`src/rtl/tsrrs_pkg.sv`:
```
// Shared types and constants of the task slot round-robin scheduler.
package tsrrs_pkg;

  // request codes
  localparam logic [1:0] CMD_CREATE = 2'd0;
  localparam logic [1:0] CMD_START  = 2'd1;
  localparam logic [1:0] CMD_YIELD  = 2'd2;
  localparam logic [1:0] CMD_EXIT   = 2'd3;

  // result codes
  localparam logic [1:0] RC_DONE    = 2'd0;
  localparam logic [1:0] RC_NOSLOT  = 2'd1;
  localparam logic [1:0] RC_REFUSED = 2'd2;
  localparam logic [1:0] RC_IGNORED = 2'd3;

  // configuration register indexes
  localparam int unsigned CFG_IDX_W = 1;
  localparam logic [CFG_IDX_W-1:0] CFG_IDX_REQ_STACK  = 1'b0;
  localparam logic [CFG_IDX_W-1:0] CFG_IDX_STACK_BASE = 1'b1;

  localparam logic [15:0] RESET_STACK_BYTES = 16'd1024;
  localparam logic [15:0] MIN_STACK_BYTES   = 16'd256;
  localparam logic [15:0] STACK_ALIGN_MASK  = 16'hFFFC;

  typedef struct packed {
    logic [1:0]  cmd;
    logic [31:0] entry_handle;
    logic        in_handler;
    logic        irq_masked;
  } in_req_t;

  typedef struct packed {
    logic [1:0]  result_code;
    logic [2:0]  slot_index;
    logic        switched;
    logic [31:0] dispatch_handle;
    logic [31:0] stack_address;
    logic        all_done;
  } out_res_t;

  typedef enum logic [2:0] {
    ST_IDLE,
    ST_EXEC,
    ST_CSCAN,
    ST_YSCAN,
    ST_MUL,
    ST_OUT
  } state_t;

  // where a scan begins
  typedef enum logic [1:0] {
    SCAN_NONE,
    SCAN_FROM_ZERO,
    SCAN_FROM_CUR,
    SCAN_FROM_MAIN
  } scan_init_t;

  // how the result of a request is formed
  typedef enum logic [2:0] {
    FIN_IGNORED,
    FIN_NOSLOT,
    FIN_REFUSED,
    FIN_CREATED,
    FIN_CREATED_RUN,
    FIN_DISPATCH,
    FIN_ALLDONE
  } fin_t;

  typedef struct packed {
    logic       latch;
    logic       start_apply;
    logic       set_running;
    logic       stop_running;
    logic       free_cur;
    scan_init_t scan_init;
    logic       scan_step;
    logic       take_create;
    logic       take_dispatch;
    logic       fin_load;
    fin_t       fin;
    logic       load_out;
  } ctrl_cmd_t;

  typedef struct packed {
    logic [1:0] cmd;
    logic       running;
    logic       blocked;
    logic       hit_create;
    logic       hit_ready;
    logic       scan_last;
  } dp_stat_t;

endpackage

```
`src/rtl/tsrrs_ram.sv`:
```
// Generic single-write, single-read RAM with registered read data.
module tsrrs_ram #(
  parameter int unsigned WIDTH = 32,
  parameter int unsigned DEPTH = 8
) (
  input  logic                     clk,
  input  logic                     we,
  input  logic [$clog2(DEPTH)-1:0] waddr,
  input  logic [WIDTH-1:0]         wdata,
  input  logic [$clog2(DEPTH)-1:0] raddr,
  output logic [WIDTH-1:0]         rdata
);

  logic [WIDTH-1:0] mem [DEPTH];
  logic [WIDTH-1:0] rdata_r;

  always_ff @(posedge clk) begin
    if (we) begin
      mem[waddr] <= wdata;
    end
    rdata_r <= mem[raddr];
  end

  assign rdata = rdata_r;

endmodule

```
`src/rtl/tsrrs_ctrl.sv`:
```
// Scheduler controller: request sequencing state machine.
module tsrrs_ctrl
  import tsrrs_pkg::*;
#(
  parameter bit PREALLOC_STACKS = 1'b1
) (
  input  logic      clk,
  input  logic      rst_n,
  input  logic      start,
  output logic      busy,
  input  dp_stat_t  stat,
  output ctrl_cmd_t ctl
);

  state_t state_r, state_nxt;

  always_ff @(posedge clk) begin
    if (!rst_n) begin
      state_r <= ST_IDLE;
    end else begin
      state_r <= state_nxt;
    end
  end

  // next state
  always_comb begin
    state_nxt = state_r;
    unique case (state_r)
      ST_IDLE: begin
        if (start) state_nxt = ST_EXEC;
      end
      ST_EXEC: begin
        unique case (stat.cmd)
          CMD_CREATE: state_nxt = ST_CSCAN;
          CMD_START:  state_nxt = (stat.running || stat.blocked) ? ST_OUT : ST_YSCAN;
          CMD_YIELD,
          CMD_EXIT:   state_nxt = (!stat.running || stat.blocked) ? ST_OUT : ST_YSCAN;
        endcase
      end
      ST_CSCAN: begin
        if (stat.hit_create) begin
          state_nxt = (stat.running && PREALLOC_STACKS) ? ST_MUL : ST_OUT;
        end else if (stat.scan_last) begin
          state_nxt = ST_OUT;
        end
      end
      ST_YSCAN: begin
        if (stat.hit_ready) begin
          state_nxt = ST_MUL;
        end else if (stat.scan_last) begin
          state_nxt = ST_OUT;
        end
      end
      ST_MUL:  state_nxt = ST_OUT;
      ST_OUT:  state_nxt = ST_IDLE;
      default: state_nxt = ST_IDLE;
    endcase
  end

  // outputs
  always_comb begin
    ctl           = '0;
    ctl.scan_init = SCAN_NONE;
    ctl.fin       = FIN_IGNORED;
    unique case (state_r)
      ST_IDLE: begin
        ctl.latch = start;
      end
      ST_EXEC: begin
        unique case (stat.cmd)
          CMD_CREATE: ctl.scan_init = SCAN_FROM_ZERO;
          CMD_START: begin
            if (stat.running) begin
              ctl.fin_load = 1'b1;
            end else begin
              ctl.start_apply = 1'b1;
              if (stat.blocked) begin
                ctl.fin_load = 1'b1;
              end else begin
                ctl.set_running = 1'b1;
                ctl.scan_init   = SCAN_FROM_MAIN;
              end
            end
          end
          CMD_YIELD: begin
            if (!stat.running || stat.blocked) begin
              ctl.fin_load = 1'b1;
            end else begin
              ctl.scan_init = SCAN_FROM_CUR;
            end
          end
          CMD_EXIT: begin
            if (!stat.running) begin
              ctl.fin_load = 1'b1;
            end else begin
              ctl.free_cur = 1'b1;
              if (stat.blocked) begin
                ctl.fin_load = 1'b1;
              end else begin
                ctl.scan_init = SCAN_FROM_CUR;
              end
            end
          end
        endcase
      end
      ST_CSCAN: begin
        if (stat.hit_create) begin
          ctl.fin_load = 1'b1;
          if (stat.running && !PREALLOC_STACKS) begin
            ctl.fin = FIN_REFUSED;
          end else begin
            ctl.take_create = 1'b1;
            ctl.fin         = stat.running ? FIN_CREATED_RUN : FIN_CREATED;
          end
        end else if (stat.scan_last) begin
          ctl.fin_load = 1'b1;
          ctl.fin      = FIN_NOSLOT;
        end else begin
          ctl.scan_step = 1'b1;
        end
      end
      ST_YSCAN: begin
        if (stat.hit_ready) begin
          ctl.take_dispatch = 1'b1;
          ctl.fin_load      = 1'b1;
          ctl.fin           = FIN_DISPATCH;
        end else if (stat.scan_last) begin
          ctl.stop_running = 1'b1;
          ctl.fin_load     = 1'b1;
          ctl.fin          = FIN_ALLDONE;
        end else begin
          ctl.scan_step = 1'b1;
        end
      end
      ST_MUL: begin
      end
      ST_OUT: begin
        ctl.load_out = 1'b1;
      end
      default: begin
      end
    endcase
  end

  assign busy = (state_r != ST_IDLE);

endmodule

```
`src/rtl/tsrrs_dp.sv`:
```
// Scheduler datapath: slot table, scan pointer, stack address and result register.
module tsrrs_dp
  import tsrrs_pkg::*;
#(
  parameter int unsigned TASK_SLOTS          = 8,
  parameter int unsigned MAIN_SLOT           = 0,
  parameter int unsigned DEFAULT_STACK_BYTES = 1024
) (
  input  logic                 clk,
  input  logic                 rst_n,
  input  in_req_t              in_req,
  input  logic                 cfg_we,
  input  logic [CFG_IDX_W-1:0] cfg_index,
  input  logic [31:0]          cfg_wdata,
  input  ctrl_cmd_t            ctl,
  output dp_stat_t             stat,
  output logic                 out_strobe,
  output out_res_t             out_res
);

  localparam int unsigned SW = $clog2(TASK_SLOTS);
  localparam logic [SW-1:0] MAIN_IDX  = SW'(MAIN_SLOT % TASK_SLOTS);
  localparam logic [SW-1:0] LAST_IDX  = SW'(TASK_SLOTS - 1);
  localparam logic [15:0]   DEF_BYTES = 16'(DEFAULT_STACK_BYTES);

  // configuration
  logic [15:0] req_bytes_r;
  logic [31:0] base_r;

  // scheduler state
  logic [TASK_SLOTS-1:0] used_r, used_nxt;
  logic [TASK_SLOTS-1:0] ready_r, ready_nxt;
  logic [SW-1:0]         cur_r, cur_nxt;
  logic                  running_r, running_nxt;
  logic [15:0]           aligned_r, aligned_nxt;

  // per request
  in_req_t      req_r;
  fin_t         kind_r;
  logic [SW-1:0] idx_r, idx_nxt;
  logic [SW-1:0] cnt_r, cnt_nxt;
  logic [SW+15:0] product_r;
  logic [31:0]    entry_rdata;

  logic     strobe_r;
  out_res_t res_r, res_nxt;

  function automatic logic [SW-1:0] next_slot(input logic [SW-1:0] s);
    next_slot = (s == LAST_IDX) ? '0 : s + 1'b1;
  endfunction

  always_ff @(posedge clk) begin
    if (!rst_n) begin
      req_bytes_r <= RESET_STACK_BYTES;
      base_r      <= '0;
    end else if (cfg_we) begin
      unique case (cfg_index)
        CFG_IDX_REQ_STACK:  req_bytes_r <= cfg_wdata[15:0];
        CFG_IDX_STACK_BASE: base_r      <= cfg_wdata;
        default: begin
        end
      endcase
    end
  end

  // slot table and scheduler state updates
  always_comb begin
    used_nxt    = used_r;
    ready_nxt   = ready_r;
    cur_nxt     = cur_r;
    running_nxt = running_r;
    aligned_nxt = aligned_r;
    if (ctl.start_apply) begin
      aligned_nxt = ((req_bytes_r < MIN_STACK_BYTES) ? DEF_BYTES : req_bytes_r)
                    & STACK_ALIGN_MASK;
      ready_nxt   = ready_r | used_r;
      cur_nxt     = MAIN_IDX;
    end
    if (ctl.set_running)  running_nxt = 1'b1;
    if (ctl.stop_running) running_nxt = 1'b0;
    if (ctl.free_cur) begin
      used_nxt[cur_r]  = 1'b0;
      ready_nxt[cur_r] = 1'b0;
    end
    if (ctl.take_create) begin
      used_nxt[idx_r]  = 1'b1;
      ready_nxt[idx_r] = running_r;
    end
    if (ctl.take_dispatch) cur_nxt = idx_r;
  end

  // scan pointer
  always_comb begin
    idx_nxt = idx_r;
    cnt_nxt = cnt_r;
    case (ctl.scan_init)
      SCAN_FROM_ZERO: begin
        idx_nxt = '0;
        cnt_nxt = '0;
      end
      SCAN_FROM_CUR: begin
        idx_nxt = next_slot(cur_r);
        cnt_nxt = '0;
      end
      SCAN_FROM_MAIN: begin
        idx_nxt = next_slot(MAIN_IDX);
        cnt_nxt = '0;
      end
      default: begin
        if (ctl.scan_step) begin
          idx_nxt = next_slot(idx_r);
          cnt_nxt = cnt_r + 1'b1;
        end
      end
    endcase
  end

  always_ff @(posedge clk) begin
    if (!rst_n) begin
      used_r    <= '0;
      ready_r   <= '0;
      cur_r     <= '0;
      running_r <= 1'b0;
      aligned_r <= RESET_STACK_BYTES;
      strobe_r  <= 1'b0;
      idx_r     <= '0;
      cnt_r     <= '0;
    end else begin
      used_r    <= used_nxt;
      ready_r   <= ready_nxt;
      cur_r     <= cur_nxt;
      running_r <= running_nxt;
      aligned_r <= aligned_nxt;
      strobe_r  <= ctl.load_out;
      idx_r     <= idx_nxt;
      cnt_r     <= cnt_nxt;
    end
  end

  always_ff @(posedge clk) begin
    if (ctl.latch)    req_r  <= in_req;
    if (ctl.fin_load) kind_r <= ctl.fin;
    product_r <= aligned_r * idx_r;
    if (ctl.load_out) res_r <= res_nxt;
  end

  tsrrs_ram #(
    .WIDTH(32),
    .DEPTH(TASK_SLOTS)
  ) u_entry_ram (
    .clk  (clk),
    .we   (ctl.take_create),
    .waddr(idx_r),
    .wdata(req_r.entry_handle),
    .raddr(idx_r),
    .rdata(entry_rdata)
  );

  // result assembly
  logic [SW-1:0]  slot_sel;
  logic [SW+2:0]  slot_ext;
  logic [31:0]    stack_sum;

  assign stack_sum = base_r + 32'(product_r);

  always_comb begin
    res_nxt  = '0;
    slot_sel = cur_r;
    case (kind_r)
      FIN_IGNORED: res_nxt.result_code = RC_IGNORED;
      FIN_NOSLOT: begin
        res_nxt.result_code = RC_NOSLOT;
        slot_sel            = '0;
      end
      FIN_REFUSED: begin
        res_nxt.result_code = RC_REFUSED;
        slot_sel            = idx_r;
      end
      FIN_CREATED: slot_sel = idx_r;
      FIN_CREATED_RUN: begin
        slot_sel              = idx_r;
        res_nxt.stack_address = stack_sum;
      end
      FIN_DISPATCH: begin
        slot_sel                = idx_r;
        res_nxt.switched        = 1'b1;
        res_nxt.dispatch_handle = entry_rdata;
        res_nxt.stack_address   = stack_sum;
      end
      FIN_ALLDONE: res_nxt.all_done = 1'b1;
      default: res_nxt.result_code = RC_IGNORED;
    endcase
    slot_ext           = {3'b000, slot_sel};
    res_nxt.slot_index = slot_ext[2:0];
  end

  assign stat.cmd        = req_r.cmd;
  assign stat.running    = running_r;
  assign stat.blocked    = req_r.in_handler | req_r.irq_masked;
  assign stat.hit_create = (idx_r != MAIN_IDX) && !used_r[idx_r];
  assign stat.hit_ready  = ready_r[idx_r];
  assign stat.scan_last  = (cnt_r == LAST_IDX);

  assign out_strobe = strobe_r;
  assign out_res    = res_r;

  a_ready_implies_used: assert property (@(posedge clk) disable iff (!rst_n)
    (ready_r & ~used_r) == '0)
    else $error("ready slot not allocated");

  a_main_never_used: assert property (@(posedge clk) disable iff (!rst_n)
    !used_r[MAIN_IDX])
    else $error("main slot allocated");

  a_cur_in_range: assert property (@(posedge clk) disable iff (!rst_n)
    (cur_r <= LAST_IDX) && (idx_r <= LAST_IDX))
    else $error("slot pointer out of range");

endmodule

```
`src/rtl/task_slot_round_robin_scheduler_top.sv`:
```
// Top level of the task slot round-robin scheduler.
//
// Usage:
//   A request (create, start, yield or task exit) is presented on in_req
//   and taken at a clock edge where start is high and busy is low. busy then
//   stays high until the request is finished; one request is in work at once.
//   Each request gives exactly one result on out_res, shown for a single
//   cycle with out_strobe high. The receiver cannot hold a result off.
//   Configuration (requested stack size, stack base) is written through
//   cfg_we / cfg_index / cfg_wdata while the block is idle.
// Sequencing: an ignored request goes from ST_EXEC straight to ST_OUT.
//   A create, or a start, yield or exit that is not ignored, first scans
//   the slot table from its start point, one entry per cycle, visiting
//   1 .. TASK_SLOTS slots. A create while running (PREALLOC_STACKS set)
//   and every dispatch then pass ST_MUL, which covers the registered entry
//   RAM read and the stack size multiply. A new request may be taken in
//   the cycle in which the strobe is shown.
// Reset: all slots free, current slot zero, not running, stack size 1024,
//   stack base zero. The entry RAM is not cleared; it is only read for
//   slots that have been created.
module task_slot_round_robin_scheduler_top
  import tsrrs_pkg::*;
#(
  parameter int unsigned TASK_SLOTS          = 8,
  parameter int unsigned MAIN_SLOT           = 0,
  parameter bit          PREALLOC_STACKS     = 1'b1,
  parameter int unsigned DEFAULT_STACK_BYTES = 1024
) (
  input  logic                 clk,
  input  logic                 rst_n,
  // request channel
  input  logic                 start,
  output logic                 busy,
  input  in_req_t              in_req,
  // result channel
  output logic                 out_strobe,
  output out_res_t             out_res,
  // configuration
  input  logic                 cfg_we,
  input  logic [CFG_IDX_W-1:0] cfg_index,
  input  logic [31:0]          cfg_wdata
);

  ctrl_cmd_t ctl;
  dp_stat_t  stat;

  // sequencing of each request
  tsrrs_ctrl #(
    .PREALLOC_STACKS(PREALLOC_STACKS)
  ) u_ctrl (
    .clk  (clk),
    .rst_n(rst_n),
    .start(start),
    .busy (busy),
    .stat (stat),
    .ctl  (ctl)
  );

  // slot table, scan pointer, stack address arithmetic, result register
  tsrrs_dp #(
    .TASK_SLOTS         (TASK_SLOTS),
    .MAIN_SLOT          (MAIN_SLOT),
    .DEFAULT_STACK_BYTES(DEFAULT_STACK_BYTES)
  ) u_dp (
    .clk       (clk),
    .rst_n     (rst_n),
    .in_req    (in_req),
    .cfg_we    (cfg_we),
    .cfg_index (cfg_index),
    .cfg_wdata (cfg_wdata),
    .ctl       (ctl),
    .stat      (stat),
    .out_strobe(out_strobe),
    .out_res   (out_res)
  );

  // every request passes through ST_IDLE, ST_EXEC and ST_OUT, so strobes never abut
  a_strobe_isolated: assert property (@(posedge clk) disable iff (!rst_n)
    out_strobe |=> !out_strobe)
    else $error("back to back result strobes");

  // a taken request holds the block busy
  a_accept_busy: assert property (@(posedge clk) disable iff (!rst_n)
    (start && !busy) |=> busy)
    else $error("request taken but block not busy");

  // a result is never both a dispatch and the end of the run
  a_done_xor_switch: assert property (@(posedge clk) disable iff (!rst_n)
    out_strobe |-> !(out_res.switched && out_res.all_done))
    else $error("dispatch and all done together");

endmodule
```
`config.mk`:
```
export PLATFORM = sky130hd
export DESIGN_NAME = task_slot_round_robin_scheduler_top
export DESIGN_NICKNAME = d
export VERILOG_FILES = /design/src/rtl/tsrrs_pkg.sv /design/src/rtl/tsrrs_ram.sv /design/src/rtl/tsrrs_ctrl.sv /design/src/rtl/tsrrs_dp.sv /design/src/rtl/task_slot_round_robin_scheduler_top.sv
export SDC_FILE = /design/constraint.sdc
export NUM_CORES = 1
export LEC_CHECK = 0
export ABC_CLOCK_PERIOD_IN_PS = 9700
export BUFFER_PORTS_ARGS = -buffer_cell sky130_fd_sc_hd__buf_2
export CAP_MARGIN = 0
export CELL_PAD_IN_SITES_DETAIL_PLACEMENT = 0
export CELL_PAD_IN_SITES_GLOBAL_PLACEMENT = 1
export CORE_UTILIZATION = 45
export CTS_CLUSTER_DIAMETER = 40
export DETAILED_ROUTE_END_ITERATION = 8
export PLACE_DENSITY = 0.84
export SLEW_MARGIN = 15
export SYNTH_ARGS = -nofsm -noshare
export SYNTH_HDL_FRONTEND = slang
export SYNTH_SLANG_ARGS = --single-unit
```
`constraint.sdc`:
```
create_clock -name clk -period 9.7 [get_ports clk]
set_clock_uncertainty 0.2 [all_clocks]
set_input_delay 1.94 -clock clk [delete_from_list [all_inputs] [get_ports clk]]
set_output_delay 1.94 -clock clk [all_outputs]
set_load 0.02 [all_outputs]
```
==> metrics.md <==
| Metric | Value |
|---|---|
| Status | `finished clean` |
| CTS tree | `built` |
| Synth area leaders | `edfxtp_1, dfxtp_1, a22oi_1, nand2_1, ha_1` |
| Num CTS Buffers | `just over 60` |
| Via count | `~13000` |
| Worst endpoint data arrival time | `approximately 4.0 ns` |
| Fin nets | `1785` |
| Total Wirelength | `approximately 45 mm` |
| Diode count | `0` |
| Die area | `45400 um2` |
| Final HPWL DP | `roughly 27 mm` |
| Fraction of layout cells with a size suffix above 1 | `17.4%` |
| Final hold slack | `around 0.27 ns` |
| Setup_tns | `0 ns` |
| CP peak stage delay | `about 0.93 ns` |
| Clock tree sinks | `505` |
| Area growth from synthesis to final layout | `18.0%` |
| PortBufs | `roughly 150` |
| CP max stage cell | `nor2b_4` |
| CP Buf/Inv Count | `2` |
| Starting Density | `a little under half` |
| Post-cts resize count | `0` |
| Crit path cell chain | `buf_4 > inv_1 > ha_1 > a211o_1 > a21o_1 > or3_4 > nor2b_4` |
| IO Pins | `146` |
| Routed Antenna Nets | `0` |
| Final Hold Fails | `0` |
| Design area | `23700 um2` |
| Post-synth EDFFs | `approximately 370` |
| Yosys warnings | `0` |
| Root Driver | `clkbuf_16` |
| First-pass GRT wire length | `69.2 mm` |
| Worst Slack Setup Final | `5.73 ns` |
| Largest net degree at the start of global routing | `87` |
| WL/cell | `slightly below 20 um` |
| Slew at the pin with the worst max-slew slack | `1.14 ns` |
| Htree depth | `2` |
| Slew Limit Headroom | `23.6%` |
| Synthesized area | `about 20000 um2` |
| Startpoint Class | `register` |
| Die Y | `~210 um` |
| Worst EP required | `9.72 ns` |
| Critical path class | `reg -> reg` |
| RSZ-0062 raised after global routing | `false` |
| Post-CTS setup buffers | `0` |
| #FFs+latches synth | `roughly 510` |
| HP Class | `reg -> reg` |
| LEAKAGE | `8.54 nW` |
| Clock Latency Late Sink | `roughly 0.65 ns` |
| Dpl ws | `approximately 5.7 ns` |
| Ys async rst share | `0%` |
| Placed cell area | `between 20000 and 25000 um2` |
| Max FO, Critical Path | `35` |
| Largest area contributor in the netlist | `edfxtp_1` |
| DR pass1 iterations | `5` |
| Fin crit period | `approximately 4.0 ns` |
| Initial antenna violation count | `2` |
| Die X | `213 um` |
| Crit-path leading delay family | `simple AND/OR/NAND/NOR gates` |
| Crit. End Element | `register` |
| 1st-iter DRT viols | `approximately 1100` |
| Hold Buf Count CTS | `0` |
| Global route overflow | `0` |
| Worst-path clk slew | `approximately 0.06 ns` |
| # Max-Cap Violations | `0` |
| Cells after synthesis | `about 1500` |
| Netlist cell types | `slightly below 70` |
| Sequential area share after synthesis | `around 70%` |
| Core area | `43500 um2` |
| Vias per cell | `between 5 and 6` |
| Peak VDD IR | `~0.17 mV` |
| Total track usage | `19.9%` |
| Clk buf depth | `3` |
| Vias in the first global route | `approximately 12000` |
| Setup violations, final | `0` |
| Main synth FF type | `edfxtp_1` |
| Pwr dens | `approximately 220 nW/um2` |
| Post-synthesis net count | `roughly 1600` |
| Fin. max-slew vios | `0` |
| Residual DRC | `0` |
| Fmax | `between 200 and 300 MHz` |
| Fin crit share | `40.9%` |
| RD Place Congestion | `around 0.85` |
| Row cnt | `between 70 and 80` |
| Synth top area share | `54.9%` |
| Mean post-synth cell area | `13.3 um2` |
[path summary, 6_finish.rpt]
path,startpoint,end,slack (ns),cells past startpoint
max,u_dp.idx_r[0],u_dp.u_entry_ram.mem[0][0],5.73,7
min,u_dp.base_r[1],u_dp.base_r[1],0.27,2
max reg2reg,u_dp.idx_r[0],u_dp.u_entry_ram.mem[0][0],5.73,7
min reg2reg,u_dp.base_r[1],u_dp.base_r[1],0.27,2
[per-stage QoR]
stage | cells | power (mW) | utilization [%]
floorplan | 1508 | 2.72 | -
global placement | 2177 | 2.85 | 49.2
detailed placement | 2177 | 2.86 | 49.2
CTS | 2293 | 5.25 | 54.3
global route | 2296 | 5.38 | 54.4
finish | 2296 | 5.21 | 54.4
[layout by cell type (no fill, tap or decap), types with 7 or more instances in the layout]
cell / count
clkbuf_1: 9
a22oi_1: 126
a21o_1: 12
buf_2: 145
nor2b_1: 22
inv_6: 10
nor3_1: 8
xor2_1: 11
and2_1: 15
inv_8: 8
or3_1: 9
mux2i_1: 11
o21ai_0: 27
and3_1: 39
nand3_1: 20
ha_1: 40
a21boi_0: 63
dfxtp_1: 139
xnor2_1: 17
bufinv_16: 8
nand4_1: 37
a21oi_1: 45
nor2_4: 7
nor2_1: 64
fa_1: 14
nand2_1: 190
a31oi_1: 10
a211o_1: 8
clkbuf_16: 61
edfxtp_1: 366
inv_1: 43
buf_4: 18
[metal layers]
layer / wire length (um) / share of wire, % / up-vias / GRT usage, %
li1: - / - / 5931 / -
met1: 19500 / 44 / 6147 / 26.4
met2: 21400 / 48 / 417 / 32.9
met3: 2780 / 6.2 / 71 / 3.47
met4: 913 / 2.0 / 2 / 6.67
met5: 15 / 0.034 / - / 0
[cell usage after synthesis (11+ instances only)]
cell and instances:
nor2b_1 23, a22oi_1 126, clkbuf_1 67, xnor2_1 17, a21boi_0 63, nor2_1 70, o21ai_0 27, mux2i_1 11
fa_1 14, xor2_1 11, inv_1 43, a21o_1 12, ha_1 40, and2_1 15, edfxtp_1 366, nand3_1 20
and3_1 40, a21oi_1 45, dfxtp_1 139, nand2_1 190, nand4_1 37
[registers in the layout, indices dropped and copies added, names as in the netlist]
name / flops
u_ctrl.state_r: 3
u_dp.aligned_r: 14
u_dp.base_r: 32
u_dp.cnt_r: 3
u_dp.cur_r: 3
u_dp.idx_r: 3
u_dp.kind_r: 3
u_dp.out_res: 71
u_dp.out_strobe: 1
u_dp.product_r: 17
u_dp.ready_r: 8
u_dp.req_bytes_r: 14
u_dp.req_r: 34
u_dp.running_r: 1
u_dp.stat: 2
u_dp.u_entry_ram.mem: 256
u_dp.u_entry_ram.rdata: 32
u_dp.used_r: 8
[worst register-to-register path: stages (launching register included)]
cell	delay [ns]
dfxtp_1	0.65
buf_4	0.41
inv_1	0.21
ha_1	0.24
a211o_1	0.28
a21o_1	0.18
or3_4	0.46
nor2b_4	0.93
[final cells by class]
cell class	count	area (um2)
multi-input cells	881	5850
well taps	585	732
flip-flops and latches	505	13800
fillers	3523	19800
inverters	43	161
repair buffers	166	936
clock inverters	43	596
clock buffers	73	1600
[power by group]
group          internal (mW)  total [mW]  switching (mW)
Sequential              2.42        2.49          0.0719
Clock                   1.43        2.39           0.956
Combinational          0.113       0.327           0.214
[kinds of logic (layout without fill, tap and decap cells)]
group	after synthesis	in the layout	synth area share, %
DFF	505	505	68.7
and+or+nand+nor	438	438	10.6
AOI/OAI and AO/OA	345	345	12.2
buffers and inverters	122	325	2.38
adders and majority gates	54	54	3.90
xor gates and xnor gates	28	28	1.22
muxes	16	16	0.905
No activity file was read; power rests on OpenSTA's default activity.
